**config.mk**
```make
export PLATFORM = sky130hd
export DESIGN_NAME = led_matrix_row_scan_driver
export DESIGN_NICKNAME = d
export VERILOG_FILES = /design/src/hw/rtl/lmrsd_pkg.sv /design/src/hw/rtl/lmrsd_ram.sv /design/src/hw/rtl/lmrsd_seq.sv /design/src/hw/rtl/led_matrix_row_scan_driver.sv
export SDC_FILE = /design/constraint.sdc
export NUM_CORES = 2
export LEC_CHECK = 0
export BUFFER_PORTS_ARGS = -buffer_cell sky130_fd_sc_hd__buf_4
export CORE_MARGIN = 2
export CORE_UTILIZATION = 30
export DETAILED_ROUTE_END_ITERATION = 12
export GPL_TIMING_DRIVEN = 0
export SETUP_SLACK_MARGIN = 0.05
export SYNTH_ARGS = -nofsm -noshare
export SYNTH_HDL_FRONTEND = slang
export SYNTH_SLANG_ARGS = --single-unit
```
**constraint.sdc**
```tcl
create_clock -name clk -period 27.2 [get_ports clk]
set_input_delay 5.44 -clock clk [delete_from_list [all_inputs] [get_ports clk]]
set_output_delay 5.44 -clock clk [all_outputs]
set_load 0.02 [all_outputs]
```
**src/hw/rtl/lmrsd_pkg.sv**
```systemverilog
// ----------------------------------------------------------------------------
// lmrsd_pkg
// shared constants and types of the led matrix row scan driver
// ----------------------------------------------------------------------------
`default_nettype none

package lmrsd_pkg;

  // default panel geometry
  localparam int COLUMNS_DEFAULT   = 32;
  localparam int ROW_PAIRS_DEFAULT = 8;

  // fixed item field widths
  localparam int COL_W    = 5;
  localparam int ROW_W    = 4;
  localparam int COLOUR_W = 3;
  localparam int HOLD_W   = 16;
  localparam int ADDR_PIN_W = 3;

  localparam logic [HOLD_W-1:0] HOLD_TICKS_RESET = 16'd1000;

  // item kinds on tuser
  localparam logic OP_TICK  = 1'b0;
  localparam logic OP_WRITE = 1'b1;

  // scan phases
  localparam logic [2:0] PH_BLANK = 3'd0;
  localparam logic [2:0] PH_LOW   = 3'd1;
  localparam logic [2:0] PH_HIGH  = 3'd2;
  localparam logic [2:0] PH_LATCH = 3'd3;
  localparam logic [2:0] PH_SHOW  = 3'd4;

  // panel control pins as they stand after an item
  typedef struct packed {
    logic [ADDR_PIN_W-1:0] row_address;
    logic                  output_blank;
    logic                  latch_strobe;
    logic                  shift_clock;
  } pins_t;

endpackage

`default_nettype wire

```
**src/hw/rtl/lmrsd_ram.sv**
```systemverilog
// ----------------------------------------------------------------------------
// lmrsd_ram
// generic single-write, single-read ram with registered read data
// ----------------------------------------------------------------------------
`default_nettype none

module lmrsd_ram #(
  parameter int WIDTH = 3,
  parameter int DEPTH = 256
) (
  input  wire logic                     clk,
  input  wire logic                     we,
  input  wire logic [$clog2(DEPTH)-1:0] waddr,
  input  wire logic [WIDTH-1:0]         wdata,
  input  wire logic                     re,
  input  wire logic [$clog2(DEPTH)-1:0] raddr,
  output logic      [WIDTH-1:0]         rdata
);

  logic [WIDTH-1:0] mem [DEPTH];

  always_ff @(posedge clk) begin
    if (we) begin
      mem[waddr] <= wdata;
    end
    if (re) begin
      rdata <= mem[raddr];
    end
  end

endmodule

`default_nettype wire

```
**src/hw/rtl/lmrsd_seq.sv**
```systemverilog
// ----------------------------------------------------------------------------
// lmrsd_seq
// scan sequencer: phase, row, column and hold counters, control pins
// ----------------------------------------------------------------------------
`default_nettype none

module lmrsd_seq #(
  parameter int COLUMNS   = lmrsd_pkg::COLUMNS_DEFAULT,
  parameter int ROW_PAIRS = lmrsd_pkg::ROW_PAIRS_DEFAULT
) (
  input  wire logic                                   clk,
  input  wire logic                                   rst,
  input  wire logic                                   tick,
  input  wire logic [lmrsd_pkg::HOLD_W-1:0]           hold_ticks,
  output lmrsd_pkg::pins_t                            pins_next,
  output logic                                        load,
  output logic [$clog2(COLUMNS*ROW_PAIRS)-1:0]        rd_addr
);

  localparam int CW = $clog2(COLUMNS);
  localparam int RW = $clog2(ROW_PAIRS);
  localparam int AW = $clog2(COLUMNS*ROW_PAIRS);

  logic [2:0]                   phase, phase_next;
  logic [RW-1:0]                scan_row, scan_row_next;
  logic [CW-1:0]                scan_column, scan_column_next;
  logic [lmrsd_pkg::HOLD_W-1:0] hold_count, hold_count_next;
  lmrsd_pkg::pins_t             pins, pins_step;

  assign rd_addr = AW'(scan_row) * AW'(COLUMNS) + AW'(scan_column);

  always_comb begin
    phase_next       = phase;
    scan_row_next    = scan_row;
    scan_column_next = scan_column;
    hold_count_next  = hold_count;
    pins_step        = pins;
    load             = 1'b0;
    case (phase)
      lmrsd_pkg::PH_BLANK: begin
        pins_step.output_blank = 1'b1;
        pins_step.row_address  = lmrsd_pkg::ADDR_PIN_W'(scan_row);
        pins_step.shift_clock  = 1'b0;
        pins_step.latch_strobe = 1'b0;
        scan_column_next       = '0;
        phase_next             = lmrsd_pkg::PH_LOW;
      end
      lmrsd_pkg::PH_LOW: begin
        load                  = 1'b1;
        pins_step.shift_clock = 1'b0;
        phase_next            = lmrsd_pkg::PH_HIGH;
      end
      lmrsd_pkg::PH_HIGH: begin
        pins_step.shift_clock = 1'b1;
        if (scan_column == CW'(COLUMNS - 1)) begin
          scan_column_next = '0;
          phase_next       = lmrsd_pkg::PH_LATCH;
        end else begin
          scan_column_next = scan_column + 1'b1;
          phase_next       = lmrsd_pkg::PH_LOW;
        end
      end
      lmrsd_pkg::PH_LATCH: begin
        pins_step.shift_clock  = 1'b0;
        pins_step.latch_strobe = 1'b1;
        hold_count_next        = '0;
        phase_next             = lmrsd_pkg::PH_SHOW;
      end
      default: begin
        // display phase, also taken by unused codes
        pins_step.latch_strobe = 1'b0;
        pins_step.output_blank = 1'b0;
        if (hold_count >= hold_ticks) begin
          hold_count_next = '0;
          scan_row_next   = (scan_row == RW'(ROW_PAIRS - 1)) ? '0 : scan_row + 1'b1;
          phase_next      = lmrsd_pkg::PH_BLANK;
        end else begin
          hold_count_next = hold_count + 1'b1;
        end
      end
    endcase
  end

  assign pins_next = tick ? pins_step : pins;

  always_ff @(posedge clk) begin
    if (rst) begin
      phase       <= lmrsd_pkg::PH_BLANK;
      scan_row    <= '0;
      scan_column <= '0;
      hold_count  <= '0;
      pins        <= '0;
    end else if (tick) begin
      phase       <= phase_next;
      scan_row    <= scan_row_next;
      scan_column <= scan_column_next;
      hold_count  <= hold_count_next;
      pins        <= pins_step;
    end
  end

endmodule

`default_nettype wire

```
**src/hw/rtl/led_matrix_row_scan_driver.sv**
```systemverilog
// ----------------------------------------------------------------------------
// led_matrix_row_scan_driver
// row scan driver for a two-half rgb led panel fed from a frame store
// ----------------------------------------------------------------------------
//
//   channel   | direction | handshake                       | contents
//   ----------+-----------+---------------------------------+---------------------------
//   s_axis    | in        | s_axis_tvalid / s_axis_tready   | scan tick or pixel write
//   m_axis    | out       | m_axis_tvalid / m_axis_tready   | panel pin state per item
//   cfg       | in        | cfg_valid / cfg_ready           | hold_ticks register
//
// one item per cycle sustained while m_axis takes results; every item gives one result,
// registered in stage 1 (frame store read) and then in the output register
// the frame store is two rams, upper and lower half rows, so one clock-low tick
// reads the top and bottom pixel in the same cycle while a write uses one half
// after reset a clearing pass writes zero to COLUMNS*ROW_PAIRS entries of both
// halves, one entry per cycle; s_axis_tready stays low until it ends
// a stall on m_axis holds the staged item and then s_axis_tready; cfg is always ready
// ----------------------------------------------------------------------------
`default_nettype none

module led_matrix_row_scan_driver #(
  parameter int COLUMNS   = lmrsd_pkg::COLUMNS_DEFAULT,
  parameter int ROW_PAIRS = lmrsd_pkg::ROW_PAIRS_DEFAULT
) (
  input  wire logic        clk,
  input  wire logic        rst,

  input  wire logic        s_axis_tvalid,
  output logic             s_axis_tready,
  // [4:0] pixel_column, [8:5] pixel_row, [11:9] pixel_colour, [15:12] zero
  input  wire logic [15:0] s_axis_tdata,
  // [0] opcode
  input  wire logic [0:0]  s_axis_tuser,

  output logic             m_axis_tvalid,
  input  wire logic        m_axis_tready,
  // [0] red_top, [1] green_top, [2] blue_top, [3] red_bottom, [4] green_bottom,
  // [5] blue_bottom, [6] shift_clock, [7] latch_strobe, [8] output_blank,
  // [11:9] row_address, [15:12] zero
  output logic [15:0]      m_axis_tdata,

  input  wire logic        cfg_valid,
  output logic             cfg_ready,
  input  wire logic [15:0] cfg_data
);

  localparam int HALF = COLUMNS * ROW_PAIRS;   // entries per half of the store
  localparam int AW   = $clog2(HALF);
  localparam int RW   = $clog2(ROW_PAIRS);
  localparam int CLW  = lmrsd_pkg::COLOUR_W;

  // configuration register
  logic [lmrsd_pkg::HOLD_W-1:0] hold_ticks;

  assign cfg_ready = 1'b1;

  always_ff @(posedge clk) begin
    if (rst) begin
      hold_ticks <= lmrsd_pkg::HOLD_TICKS_RESET;
    end else if (cfg_valid && cfg_ready) begin
      hold_ticks <= cfg_data;
    end
  end

  // input fields
  logic                          in_accept;
  logic [lmrsd_pkg::COL_W-1:0]   pixel_column;
  logic [lmrsd_pkg::ROW_W-1:0]   pixel_row;
  logic [CLW-1:0]                pixel_colour;

  assign pixel_column = s_axis_tdata[4:0];
  assign pixel_row    = s_axis_tdata[8:5];
  assign pixel_colour = s_axis_tdata[11:9];
  assign in_accept    = s_axis_tvalid && s_axis_tready;

  logic is_write, is_tick;
  assign is_write = in_accept && (s_axis_tuser[0] == lmrsd_pkg::OP_WRITE);
  assign is_tick  = in_accept && (s_axis_tuser[0] == lmrsd_pkg::OP_TICK);

  // clearing pass after reset
  logic          clearing;
  logic [AW-1:0] clr_addr;

  always_ff @(posedge clk) begin
    if (rst) begin
      clearing <= 1'b1;
      clr_addr <= '0;
    end else if (clearing) begin
      clr_addr <= clr_addr + 1'b1;
      if (clr_addr == AW'(HALF - 1)) begin
        clearing <= 1'b0;
      end
    end
  end

  // pixel write decode: out-of-range writes are dropped
  logic          col_ok, row_ok, wr_bottom, wr_ok;
  logic [RW-1:0] wr_half_row;
  logic [AW-1:0] wr_addr;

  assign col_ok      = int'(pixel_column) < COLUMNS;
  assign row_ok      = int'(pixel_row) < 2 * ROW_PAIRS;
  assign wr_bottom   = int'(pixel_row) >= ROW_PAIRS;
  assign wr_ok       = is_write && col_ok && row_ok;
  assign wr_half_row = wr_bottom ? RW'(int'(pixel_row) - ROW_PAIRS) : RW'(pixel_row);
  assign wr_addr     = AW'(wr_half_row) * AW'(COLUMNS) + AW'(pixel_column);

  // scan sequencer
  lmrsd_pkg::pins_t pins_next;
  logic             load;
  logic [AW-1:0]    rd_addr;

  lmrsd_seq #(
    .COLUMNS   (COLUMNS),
    .ROW_PAIRS (ROW_PAIRS)
  ) u_seq (
    .clk        (clk),
    .rst        (rst),
    .tick       (is_tick),
    .hold_ticks (hold_ticks),
    .pins_next  (pins_next),
    .load       (load),
    .rd_addr    (rd_addr)
  );

  // frame store halves
  logic           top_we, bot_we, rd_en;
  logic [AW-1:0]  ram_waddr;
  logic [CLW-1:0] ram_wdata, top_rd, bot_rd;

  assign top_we    = clearing || (wr_ok && !wr_bottom);
  assign bot_we    = clearing || (wr_ok && wr_bottom);
  assign ram_waddr = clearing ? clr_addr : wr_addr;
  assign ram_wdata = clearing ? '0 : pixel_colour;
  assign rd_en     = is_tick && load;

  lmrsd_ram #(
    .WIDTH (CLW),
    .DEPTH (HALF)
  ) u_top_ram (
    .clk   (clk),
    .we    (top_we),
    .waddr (ram_waddr),
    .wdata (ram_wdata),
    .re    (rd_en),
    .raddr (rd_addr),
    .rdata (top_rd)
  );

  lmrsd_ram #(
    .WIDTH (CLW),
    .DEPTH (HALF)
  ) u_bot_ram (
    .clk   (clk),
    .we    (bot_we),
    .waddr (ram_waddr),
    .wdata (ram_wdata),
    .re    (rd_en),
    .raddr (rd_addr),
    .rdata (bot_rd)
  );

  // stage 1: waits for the ram read; holds pins and whether colours reload
  logic             s1_valid, s1_load, s1_go;
  lmrsd_pkg::pins_t s1_pins;

  // colour pins hold their last loaded value between column phases
  logic [CLW-1:0] top_colour, bottom_colour;
  logic [CLW-1:0] top_item, bottom_item;

  // output register
  logic        out_valid;
  logic [15:0] out_data;

  assign s1_go         = s1_valid && (!out_valid || m_axis_tready);
  assign s_axis_tready = !clearing && (!s1_valid || s1_go);

  assign top_item    = s1_load ? top_rd : top_colour;
  assign bottom_item = s1_load ? bot_rd : bottom_colour;

  always_ff @(posedge clk) begin
    if (rst) begin
      s1_valid <= 1'b0;
    end else if (in_accept) begin
      s1_valid <= 1'b1;
    end else if (s1_go) begin
      s1_valid <= 1'b0;
    end
  end

  always_ff @(posedge clk) begin
    if (in_accept) begin
      s1_pins <= pins_next;
      s1_load <= rd_en;
    end
  end

  always_ff @(posedge clk) begin
    if (rst) begin
      top_colour    <= '0;
      bottom_colour <= '0;
    end else if (s1_go && s1_load) begin
      top_colour    <= top_rd;
      bottom_colour <= bot_rd;
    end
  end

  always_ff @(posedge clk) begin
    if (rst) begin
      out_valid <= 1'b0;
    end else if (s1_go) begin
      out_valid <= 1'b1;
    end else if (m_axis_tready) begin
      out_valid <= 1'b0;
    end
  end

  always_ff @(posedge clk) begin
    if (s1_go) begin
      out_data <= {4'b0000, s1_pins.row_address, s1_pins.output_blank,
                   s1_pins.latch_strobe, s1_pins.shift_clock, bottom_item, top_item};
    end
  end

  assign m_axis_tvalid = out_valid;
  assign m_axis_tdata  = out_data;

endmodule

`default_nettype wire

```
# Word-level counts from Yosys, hierarchy flattened
# Memories as Yosys holds them, arrays and structs flattened. A register that Yosys moved wholly into a read port is not among the register bits.
# Index checks and enable logic that the tools add are counted.
# word_totals
regBits	85
ram_bits	1536
inputBits	38
output_inout_bits	19
elab_cells	101
n_memories	2
# mem_list
memory	depth	width	rd	rd_clocked_by_memory_dff	write_ports	line_no	source
u_bot_ram.mem	256	3	1	1	1	lmrsd_ram.sv:20	logic [WIDTH-1:0] mem [DEPTH];
u_top_ram.mem	256	3	1	1	1	lmrsd_ram.sv:20	
# classes
add_sub_neg	7
order_cmp	2
n_eq_ne	6
mux	29
bitwise_logic	3
n_reduce_logical	31
# ops
operator	n
16-bit case mux with 2 select lines	1
3-bit 2-to-1 mux	7
16-bit by 1-bit adder with 16-bit output, second input constant	1
8-bit by 5-bit adder with 8-bit output	2
16-bit >= comparator	1
16-bit 2-to-1 mux	1
3-bit case mux with 4 select lines	1
1-bit 2-to-1 mux	11
5-bit case mux with 2 select lines	1
1-bit logical AND	9
3-bit OR reduction	3
8-bit by 1-bit adder with 8-bit output, second input constant	1
8-bit equality test, second input constant	1
8-bit 2-to-1 mux	1
3-bit by 2-bit equality test with 1-bit output, second input constant	2
6-bit 2-to-1 mux	1
1-bit case mux with 2 select lines	3
2-bit AND reduction	3
2-bit nonzero test	3
5-bit by 1-bit adder with 5-bit output, second input constant	1
5-bit equality test, second input constant	1
5-bit 2-to-1 mux	1
5-bit nonzero test	1
4-bit >= comparator, second input constant	1
other kinds (12)	20

# Depth between registers and ports, before layout
# logic_depth
depth_word	11
ltp_mapped	11

# By module
# Synthesis repeated with hierarchy kept, for this count alone.
# hier_totals
hier_cells	3851
hier_area_um2	66450.0
# by_module_without_submodules
module	n_inst	cells_each	area_each_um2
lmrsd_ram	2	1713	31068.5
lmrsd_seq	1	242	2164.6
led_matrix_row_scan_driver	1	183	2148.3

# Worst setup path after synthesis
# No wires, ideal clock.
# synth_timing
path_kind	input to register
from	input port s_axis_tdata[9]
to	memory u_bot_ram.mem[0][0], data pin
setup_ns	2.689
arrival_time_ns	17.649
required_time_ns	24.511
slack_ns	6.862
cell_stages	1
path_cell_list	nor2b_1
# synth_between
elab_chain_len	1
# synth_rtl
item	line_no	source
start: declaration	led_matrix_row_scan_driver.sv:32	input wire logic [15:0] s_axis_tdata,
3-bit 2-to-1 mux	led_matrix_row_scan_driver.sv:135	assign ram_wdata = clearing ? '0 : pixel_colour;
end: declaration	lmrsd_ram.sv:20	
# No other way between the ends.

# Final worst setup path
# layout_timing
from	input port m_axis_tready
to	output port s_axis_tready
# layout_between
elab_chain_len	4
# layout_rtl
item	line_no	source
start: declaration	led_matrix_row_scan_driver.sv:37	input wire logic m_axis_tready,
1-bit logical OR	led_matrix_row_scan_driver.sv:176	assign s1_go = s1_valid && (!out_valid || m_axis_tready);
1-bit logical AND	led_matrix_row_scan_driver.sv:176	
1-bit logical OR	led_matrix_row_scan_driver.sv:177	assign s_axis_tready = !clearing && (!s1_valid || s1_go);
1-bit logical AND	led_matrix_row_scan_driver.sv:177	
end: declaration	led_matrix_row_scan_driver.sv:30	output logic s_axis_tready,
# No other way between the ends.

==> run metrics <==
status finished, violations left; failing checks capacitance limit, slew limit; most frequent CP cell buf_4; Worst VDD drop 69.54 µV; die height 470.5 µm; clock tree sinks 1627; Worst-Skew Late Latency 0.82 ns; Warnings, synthesis 0; Avg WL per Cell 30.33 µm; final hold violations 0; CTS root buf clkbuf_16; met3 Track Usage GR 0.05211; Cell Rows 171; Hold Crit Class reg2reg; clk slew on worst S/H paths 0.06 ns; Yosys top cell area share 0.7179; RePlAce Congestion 0.9155; cts hold-fix bufs 0; Setup TNS 0 ns; met1 usage 0.2353; Mapped Cells 3554; Least-Margin Pin Slew 1.658 ns; Setup Fix Bufs, Post-CTS 0; crit share post-route 0.4272; number of flops mapped to enable cells by yosys 1561; synthesized flop and latch total 1627; share of layout cells above drive strength 1 0.2231; fin util 0.3485; CP required 21.76 ns; total CTS buffers 162; crit path max-delay cell type and3b_1; RR Endpoint u_top_ram.mem[247][1]; # resized after CTS 0; Setup Skew 0.03476 ns; DR vias 36630; io pins 57; global-route wire length before repair 283700 µm; Distinct cells, synth 61; # DRC 0; hpwl dp 141700 µm; htree depth 4; hold endpoint m_axis_tdata[7]; Final ANT Viol Nets 0; DRT iter0 DRCs 5941; Pwr Density 66.00 nW/µm²; Leakage 23.20 nW; Total Routing Usage GR 0.1821; sequential fraction of the synthesis area 0.7381; synth top area cells edfxtp_1, mux4_2, nor2_1, dfxtp_1, mux2i_1; HP Start s1_pins[1]; Largest stage delay, worst path 0.23 ns; Tmin final 11.62 ns; die area 221400 µm²; gr busiest metal met2; initial core utilization 0.3013; FF-to-FF path depth 6; RR Startpoint clearing; IO buf count 46; unrepaired setup endpoints after global routing false; Pre-Repair DR Iteration Count 5; largest net degree at the start of global routing 49; Tot Pwr 4.985 mW; fin nets 3878; async set or reset register ratio after synthesis 0; GRT met2 Usage 0.2822; Mapped Area 65300 µm²; initial antenna violation count 9; largest fanout on the critical path 6; TritonCTS clock tree built; flop2flop setup slack 22.16 ns; worst path arrival time 6.18 ns; Synth Flop Type edfxtp_1; Max Cap Viol 11; Worst Hold Depth 0; WS Path Type in2out; CP startpoint kind input pin; area grow syn2layout 15.68%; number of global-route vias before repair 36460; Synth area leader edfxtp_1; CORE AREA 216700 µm²; Fill cells 20220; Pins Over Slew Limit 97; Die W 470.5 µm; worst-path cell chain buf_4, and3b_1, buf_6, nor2_1, buf_4; routed vias/inst 5.384; CTS Buffer Depth 3; post-synthesis area per instance 18.37 µm²; gr ovfl total 0; WL final 206400 µm; max_slew headroom -0.1051; setup violators final 0; fmax 86.07 MHz; Worst Setup End Kind output port
power by group:
part / internal, mW / leakage (nW) / switching [mW]
Sequential: 2.71 / 15.0 / 0.00270
Combinational: 0.0125 / 5.68 / 0.0482
Clock: 1.24 / 2.51 / 0.971
Total: 3.96 / 23.2 / 1.02
area by class of cell:
type / count / area [µm²] / share of cell area
antenna: 4 / 10.01 / 0.0001325
tap: 2854 / 3571 / 0.04728
clock buffer: 190 / 4254 / 0.05632
timing repair buffer: 97 / 1410 / 0.01867
clock inverter: 101 / 899.6 / 0.01191
buffer: 228 / 1247 / 0.01652
inverter: 29 / 108.9 / 0.001441
sequential: 1627 / 48200 / 0.6381
multi-input combinational: 1673 / 15840 / 0.2097
worst max-delay path by stage:
stage                                start               endpoint  slack, ns  depth (start not counted)
after floorplan            s_axis_tdata[9]    u_bot_ram.mem[0][0]       6.86                          1
after global placement    s_axis_tdata[11]  u_bot_ram.mem[185][2]      -7.67                          2
after detailed placement     m_axis_tready          s_axis_tready      15.62                          5
after CTS                    m_axis_tready          s_axis_tready      15.58                          5
after global routing         m_axis_tready          s_axis_tready      15.56                          5
final                        m_axis_tready          s_axis_tready      15.58                          5
through the flow:
step | hold slack [ns] | cells | setup WS, ns | area, µm²
after floorplan | 0.4003 | 3557 | 6.862 | 65310
after global placement | 0.4098 | 6457 | -7.665 | 69220
after detailed placement | 0.4099 | 6508 | 15.62 | 70360
after CTS | 0.4264 | 6799 | 15.58 | 75510
after global routing | 0.4373 | 6799 | 15.56 | 75520
final | 0.4250 | 6803 | 15.58 | 75530
sequential cells by signal (all words and copies together) (netlist names):
register / cells
u_bot_ram.mem: 768
u_top_ram.mem: 768
hold_ticks: 16
u_seq.hold_count: 16
m_axis_tdata: 12
clr_addr: 8
s1_pins: 6
u_seq.pins: 6
u_seq.scan_column: 5
bottom_colour: 3
top_colour: 3
u_bot_ram.rdata: 3
u_seq.phase: 3
u_seq.scan_row: 3
u_top_ram.rdata: 3
clearing: 1
m_axis_tvalid: 1
s1_load: 1
s1_valid: 1
Yosys cell counts (3+ instances only):
cell type  number
a211oi_1       20
a32o_1          3
buf_6          15
dfxtp_1        66
and2_1         10
a21oi_1        66
mux4_2        392
inv_1          28
o221ai_1       11
nand4_1        11
o21ai_1         5
edfxtp_1     1561
a21o_1          5
xor2_1         10
o211ai_1        8
nand3_1        48
buf_4          42
and3_1          4
o32ai_2         4
or2_2           3
a31oi_1         8
nand2_1       111
nor2_1        591
a22oi_1        78
buf_2          52
nor2b_1        17
o21bai_1        4
ha_1           22
a2111oi_0       4
mux2_2          9
or3_1           6
o32ai_1         8
xnor2_1        10
mux2i_1        84
o21ai_0        19
o22ai_1        37
mux2_4          3
nand2b_1       22
clkbuf_1      109
buf_1           8
nor3_1         15
layer usage:
layer / routed length, µm / vias up
met3: 23800 / 442
met2: 93990 / 2272
met1: 77930 / 19200
li1: - / 14700
met5: 133 / -
met4: 10510 / 6
kinds of logic (layout without fill, tap and decap cells):
logic type	after synthesis	count (layout)	share of synthesized area
flops	1627	1627	0.7381
xor+xnor	20	20	0.002683
fa+ha+maj	22	22	0.004216
simple gates	847	847	0.05367
mux	488	488	0.1503
compound gates	291	291	0.03045
other cells	2	9	0.0001150
buf+inv	257	645	0.02041
critical path: cells and delay by family:
kind	cells	cell delay, ns
buffers and inverters	3	0.46
AND/OR/NAND/NOR	2	0.29
layout by cell type (no fill, tap or decap), types with 78 or more instances in the layout:
master and count:
clkbuf_1 113, nand2_1 111, a22oi_1 78, mux4_2 392, mux2i_1 84, nor2_1 591
edfxtp_1 1561, clkbuf_16 166, buf_4 88
Power figures use the tool's default switching activity.
